--- src/rtl/core/dcc_pkt_pkg.sv ---
// DCC packet builder package: request, stage and packet types, kind codes,
// fixed instruction byte values and range limits.
// No dependencies; imported by every module of the block.
package dcc_pkt_pkg;

    localparam logic [4:0] KIND_GEN1        = 5'd0;
    localparam logic [4:0] KIND_GEN2        = 5'd1;
    localparam logic [4:0] KIND_GEN3        = 5'd2;
    localparam logic [4:0] KIND_GEN4        = 5'd3;
    localparam logic [4:0] KIND_ACC_BASIC   = 5'd4;
    localparam logic [4:0] KIND_ACC_OPS     = 5'd5;
    localparam logic [4:0] KIND_ACC_LEGACY  = 5'd6;
    localparam logic [4:0] KIND_SIG_ASPECT  = 5'd7;
    localparam logic [4:0] KIND_SACC_BASIC  = 5'd8;
    localparam logic [4:0] KIND_SACC_OPS    = 5'd9;
    localparam logic [4:0] KIND_SACC_LEGACY = 5'd10;
    localparam logic [4:0] KIND_OPS_CV      = 5'd11;
    localparam logic [4:0] KIND_SPD128      = 5'd12;
    localparam logic [4:0] KIND_SPD28       = 5'd13;
    localparam logic [4:0] KIND_SPD14       = 5'd14;
    localparam logic [4:0] KIND_FN_F0_F4    = 5'd15;
    localparam logic [4:0] KIND_FN_F5_F8    = 5'd16;
    localparam logic [4:0] KIND_FN_F9_F12   = 5'd17;
    localparam logic [4:0] KIND_FN_F13_F20  = 5'd18;
    localparam logic [4:0] KIND_FN_F21_F28  = 5'd19;
    localparam logic [4:0] KIND_ANALOG      = 5'd20;
    localparam logic [4:0] KIND_CONSIST     = 5'd21;

    localparam logic [7:0]  BYTE_LONG_HEAD  = 8'hC0;
    localparam logic [7:0]  BYTE_CV_WRITE   = 8'hEC;
    localparam logic [7:0]  BYTE_SPD128     = 8'h3F;
    localparam logic [7:0]  BYTE_F13_F20    = 8'hDE;
    localparam logic [7:0]  BYTE_F21_F28    = 8'hDF;
    localparam logic [7:0]  BYTE_ANALOG     = 8'h3D;
    localparam logic [7:0]  BYTE_F5_F8      = 8'hB0;
    localparam logic [7:0]  BYTE_F9_F12     = 8'hA0;
    localparam logic [7:0]  BYTE_F0_F4      = 8'h80;
    localparam logic [7:0]  BYTE_SPD_FWD    = 8'h60;
    localparam logic [7:0]  BYTE_SPD_REV    = 8'h40;
    localparam logic [7:0]  BYTE_CONS_FWD   = 8'h12;
    localparam logic [7:0]  BYTE_CONS_REV   = 8'h13;
    localparam logic [7:0]  BYTE_ACC_LOW    = 8'h80;

    localparam logic [13:0] SHORT_ADDR_MAX  = 14'd127;
    localparam logic [13:0] LONG_ADDR_MAX   = 14'd10239;
    localparam logic [13:0] ACC_NUM0_MAX    = 14'd2043;
    localparam logic [9:0]  OPS_CV_MAX      = 10'd512;
    localparam logic [7:0]  LVL_MAX_128     = 8'd127;
    localparam logic [7:0]  LVL_MAX_28      = 8'd28;
    localparam logic [7:0]  LVL_MAX_14      = 8'd15;
    localparam logic [7:0]  LVL_MAX_ASPECT  = 8'd31;
    localparam logic [7:0]  LVL_MAX_CHAN    = 8'd7;

    typedef struct packed {
        logic [4:0]  req_type;
        logic [13:0] address;
        logic        long_addr;
        logic [7:0]  byte_a;
        logic [7:0]  byte_b;
        logic [7:0]  byte_c;
        logic [7:0]  byte_d;
        logic [9:0]  cv_number;
        logic [7:0]  cv_data;
        logic [7:0]  level;
        logic        flag_bit;
        logic [7:0]  func_bits;
    } req_t;

    typedef struct packed {
        req_t        req;
        logic        ok;
        logic [8:0]  acc_addr;
        logic [1:0]  pair;
        logic [9:0]  cvm1;
    } chk_t;

    typedef struct packed {
        logic [5:0][7:0] b;
        logic [2:0]      n;
        logic            rej;
    } form_t;

    typedef struct packed {
        logic [6:0][7:0] b;
        logic [2:0]      cnt;
        logic            rej;
    } pkt_t;

endpackage

--- src/rtl/core/dcc_pkt_check.sv ---
// DCC packet builder stage one: range checks, derived accessory address, pair and CV offset.
// Depends on dcc_pkt_pkg.
module dcc_pkt_check (
    input  logic               clk,
    input  logic               rst_n,
    input  logic               in_valid,
    output logic               in_ready,
    input  dcc_pkt_pkg::req_t  in_req,
    output logic               out_valid,
    input  logic               out_ready,
    output dcc_pkt_pkg::chk_t  out_chk
);
    import dcc_pkt_pkg::*;

    logic        vld_reg;
    logic        vld_next;
    chk_t        chk_reg;
    chk_t        chk_next;
    logic [13:0] num0;
    logic [8:0]  dec9;
    logic        loco_ok;
    logic        acc_ok;
    logic        div_ok;
    logic        cv_nz;

    always_comb
    begin
        num0    = in_req.address - 14'd1;
        dec9    = num0[10:2] + 9'd1;
        loco_ok = in_req.long_addr ? (in_req.address <= LONG_ADDR_MAX)
                                   : (in_req.address <= SHORT_ADDR_MAX);
        acc_ok  = (in_req.address != 14'd0) && (in_req.address[13:9] == 5'd0);
        div_ok  = (in_req.address != 14'd0) && (num0 <= ACC_NUM0_MAX);
        cv_nz   = (in_req.cv_number != 10'd0);
    end

    always_comb
    begin
        chk_next.req  = in_req;
        chk_next.pair = num0[1:0];
        chk_next.cvm1 = in_req.cv_number - 10'd1;
        chk_next.acc_addr = dec9;
        chk_next.ok   = 1'b0;
        case (in_req.req_type)
            KIND_GEN1, KIND_GEN2, KIND_GEN3, KIND_GEN4:
                chk_next.ok = loco_ok;
            KIND_ACC_BASIC:
            begin
                chk_next.acc_addr = in_req.address[8:0];
                chk_next.ok = acc_ok && (in_req.level <= LVL_MAX_CHAN);
            end
            KIND_ACC_OPS:
            begin
                chk_next.acc_addr = in_req.address[8:0];
                chk_next.ok = acc_ok && (in_req.level <= LVL_MAX_CHAN) && cv_nz;
            end
            KIND_ACC_LEGACY:
            begin
                chk_next.acc_addr = in_req.address[8:0];
                chk_next.ok = acc_ok && cv_nz;
            end
            KIND_SIG_ASPECT:
                chk_next.ok = div_ok && (in_req.level <= LVL_MAX_ASPECT);
            KIND_SACC_BASIC:
                chk_next.ok = div_ok;
            KIND_SACC_OPS, KIND_SACC_LEGACY:
                chk_next.ok = div_ok && cv_nz;
            KIND_OPS_CV:
                chk_next.ok = loco_ok && cv_nz && (in_req.cv_number <= OPS_CV_MAX);
            KIND_SPD128, KIND_CONSIST:
                chk_next.ok = loco_ok && (in_req.level <= LVL_MAX_128);
            KIND_SPD28:
                chk_next.ok = loco_ok && (in_req.level <= LVL_MAX_28);
            KIND_SPD14:
                chk_next.ok = loco_ok && (in_req.level <= LVL_MAX_14);
            KIND_FN_F0_F4, KIND_FN_F5_F8, KIND_FN_F9_F12, KIND_FN_F13_F20,
            KIND_FN_F21_F28, KIND_ANALOG:
                chk_next.ok = loco_ok;
            default:
                chk_next.ok = 1'b0;
        endcase
    end

    assign in_ready  = !vld_reg || out_ready;
    assign vld_next  = in_ready ? in_valid : vld_reg;
    assign out_valid = vld_reg;
    assign out_chk   = chk_reg;

    always_ff @(posedge clk or negedge rst_n)
    begin
        if (!rst_n)
            vld_reg <= 1'b0;
        else
            vld_reg <= vld_next;
    end

    always_ff @(posedge clk)
    begin
        if (in_valid && in_ready)
            chk_reg <= chk_next;
    end

endmodule

--- src/rtl/core/dcc_pkt_form.sv ---
// DCC packet builder stage two: address and instruction bytes of the packet.
// Depends on dcc_pkt_pkg.
module dcc_pkt_form (
    input  logic               clk,
    input  logic               rst_n,
    input  logic               in_valid,
    output logic               in_ready,
    input  dcc_pkt_pkg::chk_t  in_chk,
    output logic               out_valid,
    input  logic               out_ready,
    output dcc_pkt_pkg::form_t out_form
);
    import dcc_pkt_pkg::*;

    logic            vld_reg;
    logic            vld_next;
    form_t           form_reg;
    form_t           form_next;
    logic [3:0][7:0] ins;
    logic [2:0]      ins_n;
    logic            is_acc;
    logic [1:0][7:0] acc_b;
    logic [2:0][7:0] cv_b;
    logic [7:0]      low_b;
    logic [2:0]      ah;
    logic [4:0]      spd28;
    logic [7:0]      dir_b;
    req_t            r;

    always_comb
    begin
        r      = in_chk.req;
        ah     = ~in_chk.acc_addr[8:6];
        low_b  = BYTE_ACC_LOW | {2'b00, in_chk.acc_addr[5:0]};
        cv_b[0] = BYTE_CV_WRITE | {6'd0, in_chk.cvm1[9:8]};
        cv_b[1] = in_chk.cvm1[7:0];
        cv_b[2] = r.cv_data;
        spd28  = {r.level[0], r.level[4:1] + {3'd0, (r.level != 8'd0)}};
        dir_b  = r.flag_bit ? BYTE_SPD_FWD : BYTE_SPD_REV;
        ins    = '0;
        ins_n  = 3'd0;
        acc_b  = '0;
        is_acc = 1'b0;
        form_next = '0;
        case (r.req_type)
            KIND_GEN1, KIND_GEN2, KIND_GEN3, KIND_GEN4:
            begin
                ins[0] = r.byte_a;
                if (r.req_type != KIND_GEN1)
                    ins[1] = r.byte_b;
                if ((r.req_type == KIND_GEN3) || (r.req_type == KIND_GEN4))
                    ins[2] = r.byte_c;
                if (r.req_type == KIND_GEN4)
                    ins[3] = r.byte_d;
                ins_n = r.req_type[2:0] + 3'd1;
            end
            KIND_ACC_BASIC, KIND_ACC_OPS:
            begin
                is_acc   = 1'b1;
                acc_b[0] = low_b;
                acc_b[1] = {1'b1, ah, r.flag_bit, r.level[2:0]};
            end
            KIND_SACC_BASIC, KIND_SACC_OPS:
            begin
                is_acc   = 1'b1;
                acc_b[0] = low_b;
                acc_b[1] = {1'b1, ah, 1'b1, in_chk.pair,
                            (r.req_type == KIND_SACC_BASIC) & r.flag_bit};
            end
            KIND_ACC_LEGACY, KIND_SACC_LEGACY:
            begin
                is_acc   = 1'b1;
                acc_b[0] = low_b;
                acc_b[1] = {1'b0, ah, 2'b11, in_chk.cvm1[9:8]};
            end
            KIND_SIG_ASPECT:
            begin
                is_acc   = 1'b1;
                acc_b[0] = low_b;
                acc_b[1] = {1'b0, ah, 1'b0, in_chk.pair, 1'b1};
            end
            KIND_OPS_CV:
            begin
                ins[2:0] = cv_b;
                ins_n    = 3'd3;
            end
            KIND_SPD128:
            begin
                ins[0] = BYTE_SPD128;
                ins[1] = {r.flag_bit, r.level[6:0]};
                ins_n  = 3'd2;
            end
            KIND_SPD28:
            begin
                ins[0] = dir_b | {3'd0, spd28};
                ins_n  = 3'd1;
            end
            KIND_SPD14:
            begin
                ins[0] = dir_b | {3'd0, r.func_bits[0], r.level[3:0]};
                ins_n  = 3'd1;
            end
            KIND_FN_F0_F4:
            begin
                ins[0] = BYTE_F0_F4 | {3'd0, r.func_bits[0], r.func_bits[4:1]};
                ins_n  = 3'd1;
            end
            KIND_FN_F5_F8:
            begin
                ins[0] = BYTE_F5_F8 | {4'd0, r.func_bits[3:0]};
                ins_n  = 3'd1;
            end
            KIND_FN_F9_F12:
            begin
                ins[0] = BYTE_F9_F12 | {4'd0, r.func_bits[3:0]};
                ins_n  = 3'd1;
            end
            KIND_FN_F13_F20:
            begin
                ins[0] = BYTE_F13_F20;
                ins[1] = r.func_bits;
                ins_n  = 3'd2;
            end
            KIND_FN_F21_F28:
            begin
                ins[0] = BYTE_F21_F28;
                ins[1] = r.func_bits;
                ins_n  = 3'd2;
            end
            KIND_ANALOG:
            begin
                ins[0] = BYTE_ANALOG;
                ins[1] = r.byte_a;
                ins[2] = r.byte_b;
                ins_n  = 3'd3;
            end
            default:
            begin
                ins[0] = r.flag_bit ? BYTE_CONS_FWD : BYTE_CONS_REV;
                ins[1] = r.level;
                ins_n  = 3'd2;
            end
        endcase

        if (!in_chk.ok)
        begin
            form_next.rej = 1'b1;
        end
        else if (is_acc)
        begin
            form_next.b[1:0] = acc_b;
            form_next.n      = 3'd2;
            case (r.req_type)
                KIND_ACC_OPS, KIND_SACC_OPS:
                begin
                    form_next.b[4:2] = cv_b;
                    form_next.n      = 3'd5;
                end
                KIND_ACC_LEGACY, KIND_SACC_LEGACY:
                begin
                    form_next.b[3:2] = cv_b[2:1];
                    form_next.n      = 3'd4;
                end
                KIND_SIG_ASPECT:
                begin
                    form_next.b[2] = {3'd0, r.level[4:0]};
                    form_next.n    = 3'd3;
                end
                default:
                    form_next.n = 3'd2;
            endcase
        end
        else if (r.long_addr)
        begin
            form_next.b[0]   = BYTE_LONG_HEAD | {2'b00, r.address[13:8]};
            form_next.b[1]   = r.address[7:0];
            form_next.b[5:2] = ins;
            form_next.n      = ins_n + 3'd2;
        end
        else
        begin
            form_next.b[0]   = r.address[7:0];
            form_next.b[4:1] = ins;
            form_next.n      = ins_n + 3'd1;
        end
    end

    assign in_ready  = !vld_reg || out_ready;
    assign vld_next  = in_ready ? in_valid : vld_reg;
    assign out_valid = vld_reg;
    assign out_form  = form_reg;

    always_ff @(posedge clk or negedge rst_n)
    begin
        if (!rst_n)
            vld_reg <= 1'b0;
        else
            vld_reg <= vld_next;
    end

    always_ff @(posedge clk)
    begin
        if (in_valid && in_ready)
            form_reg <= form_next;
    end

endmodule

--- src/rtl/core/dcc_pkt_seal.sv ---
// DCC packet builder stage three: error byte and final packet length.
// Depends on dcc_pkt_pkg.
module dcc_pkt_seal (
    input  logic               clk,
    input  logic               rst_n,
    input  logic               in_valid,
    output logic               in_ready,
    input  dcc_pkt_pkg::form_t in_form,
    output logic               out_valid,
    input  logic               out_ready,
    output dcc_pkt_pkg::pkt_t  out_pkt
);
    import dcc_pkt_pkg::*;

    logic            vld_reg;
    logic            vld_next;
    pkt_t            pkt_reg;
    pkt_t            pkt_next;
    logic [7:0]      err_b;
    logic [6:0][7:0] bext;

    always_comb
    begin
        err_b = in_form.b[0] ^ in_form.b[1] ^ in_form.b[2]
              ^ in_form.b[3] ^ in_form.b[4] ^ in_form.b[5];
        bext  = {8'd0, in_form.b};
        pkt_next = '0;
        if (in_form.rej)
        begin
            pkt_next.rej = 1'b1;
            pkt_next.cnt = 3'd1;
        end
        else
        begin
            pkt_next.cnt = in_form.n + 3'd1;
            for (int i = 0; i < 7; i++)
            begin
                if (3'(i) < in_form.n)
                    pkt_next.b[i] = bext[i];
                else if (3'(i) == in_form.n)
                    pkt_next.b[i] = err_b;
                else
                    pkt_next.b[i] = 8'd0;
            end
        end
    end

    assign in_ready  = !vld_reg || out_ready;
    assign vld_next  = in_ready ? in_valid : vld_reg;
    assign out_valid = vld_reg;
    assign out_pkt   = pkt_reg;

    always_ff @(posedge clk or negedge rst_n)
    begin
        if (!rst_n)
            vld_reg <= 1'b0;
        else
            vld_reg <= vld_next;
    end

    always_ff @(posedge clk)
    begin
        if (in_valid && in_ready)
            pkt_reg <= pkt_next;
    end

endmodule

--- src/rtl/core/dcc_pkt_serial.sv ---
// DCC packet builder output stage: shifts a packet out one byte per transfer.
// Depends on dcc_pkt_pkg.
module dcc_pkt_serial (
    input  logic              clk,
    input  logic              rst_n,
    input  logic              in_valid,
    output logic              in_ready,
    input  dcc_pkt_pkg::pkt_t in_pkt,
    output logic              out_valid,
    input  logic              out_ready,
    output logic [7:0]        out_byte,
    output logic              out_last,
    output logic              out_rej
);
    import dcc_pkt_pkg::*;

    logic [2:0]      rem_reg;
    logic [2:0]      rem_next;
    logic [6:0][7:0] sh_reg;
    logic            rej_reg;
    logic            xfer;
    logic            load;

    assign out_valid = (rem_reg != 3'd0);
    assign out_last  = (rem_reg == 3'd1);
    assign out_byte  = sh_reg[0];
    assign out_rej   = rej_reg;
    assign xfer      = out_valid && out_ready;
    assign in_ready  = !out_valid || (out_ready && out_last);
    assign load      = in_valid && in_ready;

    always_comb
    begin
        if (load)
            rem_next = in_pkt.cnt;
        else if (xfer)
            rem_next = rem_reg - 3'd1;
        else
            rem_next = rem_reg;
    end

    always_ff @(posedge clk or negedge rst_n)
    begin
        if (!rst_n)
            rem_reg <= 3'd0;
        else
            rem_reg <= rem_next;
    end

    always_ff @(posedge clk)
    begin
        if (load)
        begin
            sh_reg  <= in_pkt.b;
            rej_reg <= in_pkt.rej;
        end
        else if (xfer)
        begin
            sh_reg <= {8'd0, sh_reg[6:1]};
        end
    end

    a_rej_last: assert property (@(posedge clk) disable iff (!rst_n)
        out_valid && out_rej |-> out_last)
        else $error("reject result not marked last");

    a_rej_zero: assert property (@(posedge clk) disable iff (!rst_n)
        out_valid && out_rej |-> out_byte == 8'd0)
        else $error("reject result carries a non-zero byte");

    a_cont: assert property (@(posedge clk) disable iff (!rst_n)
        xfer && !out_last |=> out_valid && !out_rej)
        else $error("packet broken off before its error byte");

    a_load_rej: assert property (@(posedge clk) disable iff (!rst_n)
        load && in_pkt.rej |=> out_valid && out_rej && out_last)
        else $error("rejected request not shown as single result");

endmodule

--- src/rtl/core/dcc_packet_builder_top.sv ---
// DCC packet builder top level: check, form, seal and output stages in a chain.
// Path: a request passes the check, form, seal and output stage registers before
// its first byte is offered. Throughput: one byte per cycle while m_tready is high;
// a packet held in the seal stage follows its predecessor's last byte with no gap.
// Reset: rst_n asynchronous, active low, empties all stages.
// Depends on dcc_pkt_pkg, dcc_pkt_check, dcc_pkt_form, dcc_pkt_seal, dcc_pkt_serial.
module dcc_packet_builder_top (
    input  logic        clk,
    input  logic        rst_n,
    input  logic        s_tvalid,
    output logic        s_tready,
    // from bit 0: address[13:0], long_addr, byte_a, byte_b, byte_c, byte_d,
    // cv_number[9:0], cv_data, level, flag_bit, func_bits, zero fill
    input  logic [87:0] s_tdata,
    // req_type[4:0]
    input  logic [4:0]  s_tuser,
    output logic        m_tvalid,
    input  logic        m_tready,
    // packet_byte[7:0]
    output logic [7:0]  m_tdata,
    output logic        m_tlast,
    // rejected
    output logic        m_tuser
);
    import dcc_pkt_pkg::*;

    req_t  req;
    chk_t  chk;
    form_t form;
    pkt_t  pkt;
    logic  chk_valid;
    logic  chk_ready;
    logic  form_valid;
    logic  form_ready;
    logic  pkt_valid;
    logic  pkt_ready;

    always_comb
    begin
        req.req_type  = s_tuser;
        req.address   = s_tdata[13:0];
        req.long_addr = s_tdata[14];
        req.byte_a    = s_tdata[22:15];
        req.byte_b    = s_tdata[30:23];
        req.byte_c    = s_tdata[38:31];
        req.byte_d    = s_tdata[46:39];
        req.cv_number = s_tdata[56:47];
        req.cv_data   = s_tdata[64:57];
        req.level     = s_tdata[72:65];
        req.flag_bit  = s_tdata[73];
        req.func_bits = s_tdata[81:74];
    end

    dcc_pkt_check u_check (
        .clk       (clk),
        .rst_n     (rst_n),
        .in_valid  (s_tvalid),
        .in_ready  (s_tready),
        .in_req    (req),
        .out_valid (chk_valid),
        .out_ready (chk_ready),
        .out_chk   (chk)
    );

    dcc_pkt_form u_form (
        .clk       (clk),
        .rst_n     (rst_n),
        .in_valid  (chk_valid),
        .in_ready  (chk_ready),
        .in_chk    (chk),
        .out_valid (form_valid),
        .out_ready (form_ready),
        .out_form  (form)
    );

    dcc_pkt_seal u_seal (
        .clk       (clk),
        .rst_n     (rst_n),
        .in_valid  (form_valid),
        .in_ready  (form_ready),
        .in_form   (form),
        .out_valid (pkt_valid),
        .out_ready (pkt_ready),
        .out_pkt   (pkt)
    );

    dcc_pkt_serial u_serial (
        .clk       (clk),
        .rst_n     (rst_n),
        .in_valid  (pkt_valid),
        .in_ready  (pkt_ready),
        .in_pkt    (pkt),
        .out_valid (m_tvalid),
        .out_ready (m_tready),
        .out_byte  (m_tdata),
        .out_last  (m_tlast),
        .out_rej   (m_tuser)
    );

endmodule
--- config.mk ---
export PLATFORM = sky130hd
export DESIGN_NAME = dcc_packet_builder_top
export DESIGN_NICKNAME = d
export VERILOG_FILES = /design/src/rtl/core/dcc_pkt_pkg.sv /design/src/rtl/core/dcc_pkt_check.sv /design/src/rtl/core/dcc_pkt_form.sv /design/src/rtl/core/dcc_pkt_seal.sv /design/src/rtl/core/dcc_pkt_serial.sv /design/src/rtl/core/dcc_packet_builder_top.sv
export SDC_FILE = /design/constraint.sdc
export NUM_CORES = 1
export LEC_CHECK = 0
export BUFFER_PORTS_ARGS = -buffer_cell sky130_fd_sc_hd__buf_2
export CELL_PAD_IN_SITES_DETAIL_PLACEMENT = 0
export CELL_PAD_IN_SITES_GLOBAL_PLACEMENT = 1
export CORE_MARGIN = 2
export CORE_UTILIZATION = 49
export DETAILED_ROUTE_END_ITERATION = 7
export HOLD_SLACK_MARGIN = 0.03
export PLACE_DENSITY_LB_ADDON = 0.1
export SYNTH_ARGS = -nofsm -noshare
export SYNTH_HDL_FRONTEND = slang
export SYNTH_SLANG_ARGS = --single-unit
--- constraint.sdc ---
create_clock -name clk -period 4.6 [get_ports clk]
set_clock_uncertainty 0.1 [all_clocks]
set_input_delay 0.46 -clock clk [delete_from_list [all_inputs] [get_ports clk]]
set_output_delay 0.46 -clock clk [all_outputs]
set_load 0.03 [all_outputs]
==> flow_summary.ini, run 1 <==
[run_status]
status = finished, final reports clean

[synthesis]
synth_top_area_cell = edfxtp_1
synth_edf_count = 268
seq_area_frac_synth_pct = 59.5
ys_types = 81
synthFlopType = edfxtp_1
synth_cells = 1222
syn_area_per_cell_um2 = 11.3
synthesis.area_mm2 = 0.0138
synthTopCellsByArea = edfxtp_1 58%, nand2_1 6.0%, xnor2_1 2.9%
synth_top_cell_area_share_pct = 58.4
ys_ff_latch = 274
ys.warnings.count = 0
syn_nets = 1337
synthArstFlopShare_pct = 2.19

[grt]
antenna_found_initial = 0
grt_pass1_wl_mm = 54.4
grt.overflow.total = 0
grt_pass1_vias = 9604
globalRouteTotalUtil_pct = 24.0
grt_max_degree = 56

[sta]
slew_viol_final = 0
relSlewSlack_pct = 25.4
worst_pin_slew_ns = 1.09
finalCritPeriodShare_pct = 75.4
rsz0062_at_grt = no
final-hold-violation-count = 0
finalSetupViolCount = 0
setup_ws_ns = 1.13
min_period_ns = 3.47
max_freq_mhz = 288
fin_hold_ws_ns = 0.0446
tns_ns = 0

[power]
p_clk_share_pct = 20.7
pwr-share-comb_pct = 35.8
finalPower_mw = 10.7
p_sw_share_pct = 38.3
intPower_mw = 6.58
p_seq_share_pct = 43.5
power.leakage_nw = 5.92
power.switching_mw = 4.09
ir_drop_mv = 0.360
p_per_area_mw_per_mm2 = 664

[floorplan]
initial_utilization_pct = 49.7
die_h_um = 172
io_pins = 109
num_rows = 61
coreArea_mm2 = 0.0277
fp.dieArea_mm2 = 0.0295
die_width_um = 172

[job]
drv_cap = 0

[clocking]
cts_sinks = 274
clock_insertion_delay_worst_skew_ns = 0.57
numCtsBuffers = 29
clock_path_buffers = 3
clk_pin_slew_ns = 0.06
h-tree-depth = 1
cts_resized = 0
tritoncts = done
cts_root_buffer = clkbuf_16

[layout]
area_growth_pct = 16.7
largest_reg_flops = 99
layout_commonest_cell = edfxtp_1
drive_gt1_share_pct = 14.1
layout_common_cells = 268 x edfxtp_1, 219 x nand2_1, 102 x buf_2
final_area_mm2 = 0.0161
nNetsFinal = 1469
antennaDiodeCount = 0

[detailed_routing]
viasPerCell = 5.64
vias = 9896
wl_mm = 34.5
drt-pass1-iter-count = 5
postRouteAntennaNets = 0
drt_iter0_markers = 779
avgRoutedWirePerCell_um = 19.7
route.detailed.drc = 0

[placement]
gp_congestion = 0.939
dpl_worst_slack_ns = 1.15
dpl_cell_area_mm2 = 0.0146
hpwlAfterDp_mm = 24.8
port_buffers = 102

[worst_setup_path]
rr_worst_depth = 10
path_delay_family = compound AO/OA/AOI/OAI gates
crit_arrival_ns = 3.68
start_kind = flop
max_stage_delay_ns = 0.70
path_common_cell = ha_1
path_buf_inv = 1
path_cells = inv_1 > ha_1 > nor2b_1 > a2bb2oi_1 > o21ai_2 > o21ai_0 > ha_1 > nor2_1 > a21oi_1 > o221a_2
worstSetupEndpointType = flop
crit_fanout = 19
path_class = flop to flop
worst-path-stages = 10
critPathSlowestCell = o21ai_2
required_ns = 4.82

[min_path]
hold_depth = 1
worstHoldPathType = input port to flop
## cells in the mapped netlist, types with 4 or more instances
| library cell | instances |
|---|---|
| edfxtp_1 | 268 |
| nand2_1 | 219 |
| nor2_1 | 98 |
| a21oi_1 | 67 |
| clkbuf_1 | 47 |
| xnor2_1 | 45 |
| a22oi_1 | 44 |
| nand3_1 | 29 |
| o21ai_0 | 25 |
| and3_1 | 24 |
| xor2_1 | 22 |
| nor2b_1 | 20 |
| ha_1 | 18 |
| inv_1 | 18 |
| nor3_1 | 18 |
| buf_2 | 17 |
| a211oi_1 | 16 |
| nand2b_1 | 16 |
| nand3b_1 | 14 |
| a31oi_1 | 11 |
| mux2i_1 | 11 |
| a221oi_1 | 10 |
| a22o_1 | 10 |
| buf_4 | 10 |
| a211o_1 | 9 |
| a222oi_1 | 8 |
| o2bb2ai_1 | 7 |
| dfrtp_1 | 6 |
| nor4_1 | 6 |
| a32o_1 | 5 |
| mux2_2 | 5 |
| o211ai_1 | 5 |
| o21bai_1 | 5 |
| o221ai_1 | 5 |
| or3_1 | 5 |
| buf_1 | 4 |
| or2_2 | 4 |
## path summary, 6_finish.rpt
| path | from | endpoint | slack, ns |
|---|---|---|---|
| setup / recovery | u_check.out_chk[104] | u_form.out_form[2] | 1.13 |
| hold / removal | s_tuser[3] | u_check.out_chk[107] | 0.04 |
| setup reg to reg | u_check.out_chk[104] | u_form.out_form[2] | 1.13 |
| hold reg to reg | u_seal.out_pkt[0] | u_serial.out_rej | 0.32 |
| max in group asynchronous | rst_n | u_serial.rem_reg[2] | 4.09 |
| min in group asynchronous | rst_n | u_check.out_valid | 0.16 |
## metal layers
layer | wire (um) | vias to the layer above | GRT usage [%]
met4 | 1140 | 0 | 7.59
met1 | 15100 | 4733 | 32.5
met5 | 0 | - | 0
met2 | 16800 | 297 | 40.3
li1 | - | 4802 | -
met3 | 1480 | 64 | 2.97
## per-stage QoR
stage | cells | util, %
4_1_cts | 1755 | 58.0
5_1_grt | 1755 | 58.0
6_report | 1755 | 58.0
3_3_place_gp | 1641 | 52.6
2_1_floorplan | 1222 | -
3_5_place_dp | 1641 | 52.6
## worst register-to-register path: cells and delay by family, from the launching register on
kind,cells,cell delay (ns)
simple gates,2,0.31
buf+inv,1,0.11
flops,1,0.46
fa+ha+maj,2,0.78
compound gates,5,1.44
## area by class of cell
cell class	count	area, um2
Tap cell	378	473
Clock inverter	10	96.3
Fill cell	2398	11600
Clock buffer	44	812
Inverter	21	78.8
Multi-Input combinational cell	849	5160
Timing Repair Buffer	179	1250
Sequential cell	274	8200
## what timing repair did
item,4_1_cts,5_1_grt
hold buffers,60,0
endpoints found under the hold margin,65,0
buffers inserted,0,0
## power by group through the flow
| stage | combinational (mW) | clock [mW] | sequential, mW |
|---|---|---|---|
| 2_1_floorplan | 2.78 | 0 | 4.42 |
| 3_3_place_gp | 3.75 | 0 | 4.68 |
| 3_5_place_dp | 3.75 | 0 | 4.69 |
| 4_1_cts | 3.81 | 2.25 | 4.65 |
| 5_1_grt | 4.18 | 2.36 | 4.74 |
| 6_report | 3.82 | 2.21 | 4.65 |
## cells by family (layout without fill, tap and decap cells)
family / Yosys count / count (layout) / synth area share [%]
simple gates: 483 / 483 / 16.5
buf+inv: 99 / 254 / 3.13
compound gates: 264 / 264 / 13.7
flops: 274 / 274 / 59.5
xor+xnor: 67 / 67 / 4.26
fa+ha+maj: 19 / 19 / 1.71
mux: 16 / 16 / 1.21
Power figures use the tool's default switching activity.
==> run 2, diff against run 1 <==
Settings changed: CORE_UTILIZATION 49 to 44.
Clock period 4.6 ns to 2.9 ns, I/O delays scaled along.
==> flow_summary.ini, run 2 (synthesized netlist as in run 1, its figures left out) <==
[run_status]
status = finished, final reports clean

[clocking]
cts_setup_buffers = 0
clock_path_buffers = 3
clock_insertion_delay_worst_skew_ns = 0.57
tritoncts = done
cts_root_buffer = clkbuf_16
numCtsBuffers = 29
h-tree-depth = 1
clk_pin_slew_ns = 0.06
cts_sinks = 274

[floorplan]
fp.dieArea_mm2 = 0.0327
die_width_um = 181
coreArea_mm2 = 0.0307
io_pins = 109
num_rows = 64
die_h_um = 181
initial_utilization_pct = 44.9

[grt]
grt_max_degree = 62
grt.overflow.total = 0
grt_pass1_wl_mm = 57.7
grt_pass1_vias = 10200
antenna_found_initial = 0
globalRouteTotalUtil_pct = 22.5

[detailed_routing]
drt-pass1-iter-count = 5
drt_iter0_markers = 883
route.detailed.drc = 0
wl_mm = 36.7
vias = 10300
viasPerCell = 5.50
postRouteAntennaNets = 0
avgRoutedWirePerCell_um = 19.7

[sta]
max_freq_mhz = 364
min_period_ns = 2.74
finalCritPeriodShare_pct = 94.6
slew_viol_final = 0
worst_pin_slew_ns = 0.778
setup_ws_ns = 0.155
fin_hold_ws_ns = 0.0650
rsz0062_at_grt = no
tns_ns = 0
final-hold-violation-count = 0
finalSetupViolCount = 0
relSlewSlack_pct = 47.7

[min_path]
worstHoldPathType = input port to flop

[layout]
multiInputGateArea_mm2 = 0.00519
fin_util_pct = 55.6
drive_gt1_share_pct = 18.0
final_area_mm2 = 0.0171
layout_common_cells = 268 x edfxtp_1, 219 x nand2_1, 102 x buf_2
nNetsFinal = 1564
area_growth_pct = 23.8
layout_commonest_cell = edfxtp_1
antennaDiodeCount = 0
seqCellArea_mm2 = 0.00820
fillers = 2606
largest_reg_flops = 99

[placement]
port_buffers = 102
dpl_cell_area_mm2 = 0.0151
hpwlAfterDp_mm = 26.1
gp_congestion = 0.926
dpl_worst_slack_ns = 0.00635

[power]
p_seq_share_pct = 40.1
p_per_area_mw_per_mm2 = 1050
ir_drop_mv = 0.535
p_clk_share_pct = 21.1
intPower_mw = 11.3
power.leakage_nw = 6.41
p_sw_share_pct = 37.2
power.switching_mw = 6.68
pwr-share-comb_pct = 38.8

[worst_setup_path]
required_ns = 3.12
crit_arrival_ns = 2.97
path_class = flop to flop
start_kind = flop
crit_fanout = 7
worstSetupEndpointType = flop

[job]
drv_cap = 0
## run 2: changes by cell type in the layout (fill, tap and decap cells not counted), sizes merged
cell,previous run,this run
clkbuf,44,30
buf,119,183
bufinv,1,5
clkinv,9,16
inv,20,21
dlygate4sd3,60,91
## run 2: metrics by stage
stage / std cells / total power, mW
final: 1866 / 18.0
after global routing: 1866 / 19.0
after CTS: 1866 / 18.0
after detailed placement: 1723 / 14.1
after global placement: 1723 / 14.1
after floorplan: 1222 / 11.4
## run 2: repair_timing
action	4_1_cts	5_1_grt
resized for setup	0	13
hold buffers	91	0
setup endpoints to repair	0	19
hold endpoints to repair	96	0
## run 2: critical path, stage by stage, from the launching register on
cell       delay (ns)
edfxtp_1         0.46
ha_1             0.33
or2_2            0.34
a2bb2oi_1        0.21
o21ai_1          0.15
o21ai_1          0.22
ha_1             0.26
nor2_1           0.08
a21oi_1          0.05
o221a_2          0.28
## run 2: path summary, 6_finish.rpt
kind	from	end	slack, ns	cells past startpoint
hold / removal	s_tdata[48]	u_check.out_chk[3]	0.07	3
min in group asynchronous	rst_n	u_check.out_valid	0.59	3
max in group asynchronous	rst_n	u_serial.rem_reg[2]	1.90	3
setup reg to reg	u_check.out_chk[104]	u_form.out_form[2]	0.16	9
setup / recovery	u_check.out_chk[104]	u_form.out_form[2]	0.16	9
hold reg to reg	u_seal.out_pkt[0]	u_serial.out_rej	0.33	0
## run 2: cell type report
class	count	area share (%)
clock buffer	30	4.28
clock inverter	22	1.42
inverter	21	0.462
multi-input combinational	849	30.5
sequential	274	48.1
tap	396	2.91
timing repair buffer	274	12.4
## run 2: routing by layer
| metal | vias to the layer above | part of all wire (%) | global-route usage (%) |
|---|---|---|---|
| met4 | 0 | 3.6 | 8.16 |
| met1 | 4838 | 43 | 30.1 |
| li1 | 4994 | - | - |
| met5 | - | 0 | 0 |
| met3 | 70 | 5.2 | 3.29 |
| met2 | 353 | 48 | 37.3 |
## run 2: power groups by stage
stage	logic (mW)	clock network (mW)	registers, mW
4_1_cts	6.96	3.86	7.22
5_1_grt	7.61	4.03	7.34
2_1_floorplan	4.41	0	6.97
3_5_place_dp	6.84	0	7.29
3_3_place_gp	6.84	0	7.26
6_report	6.98	3.78	7.20
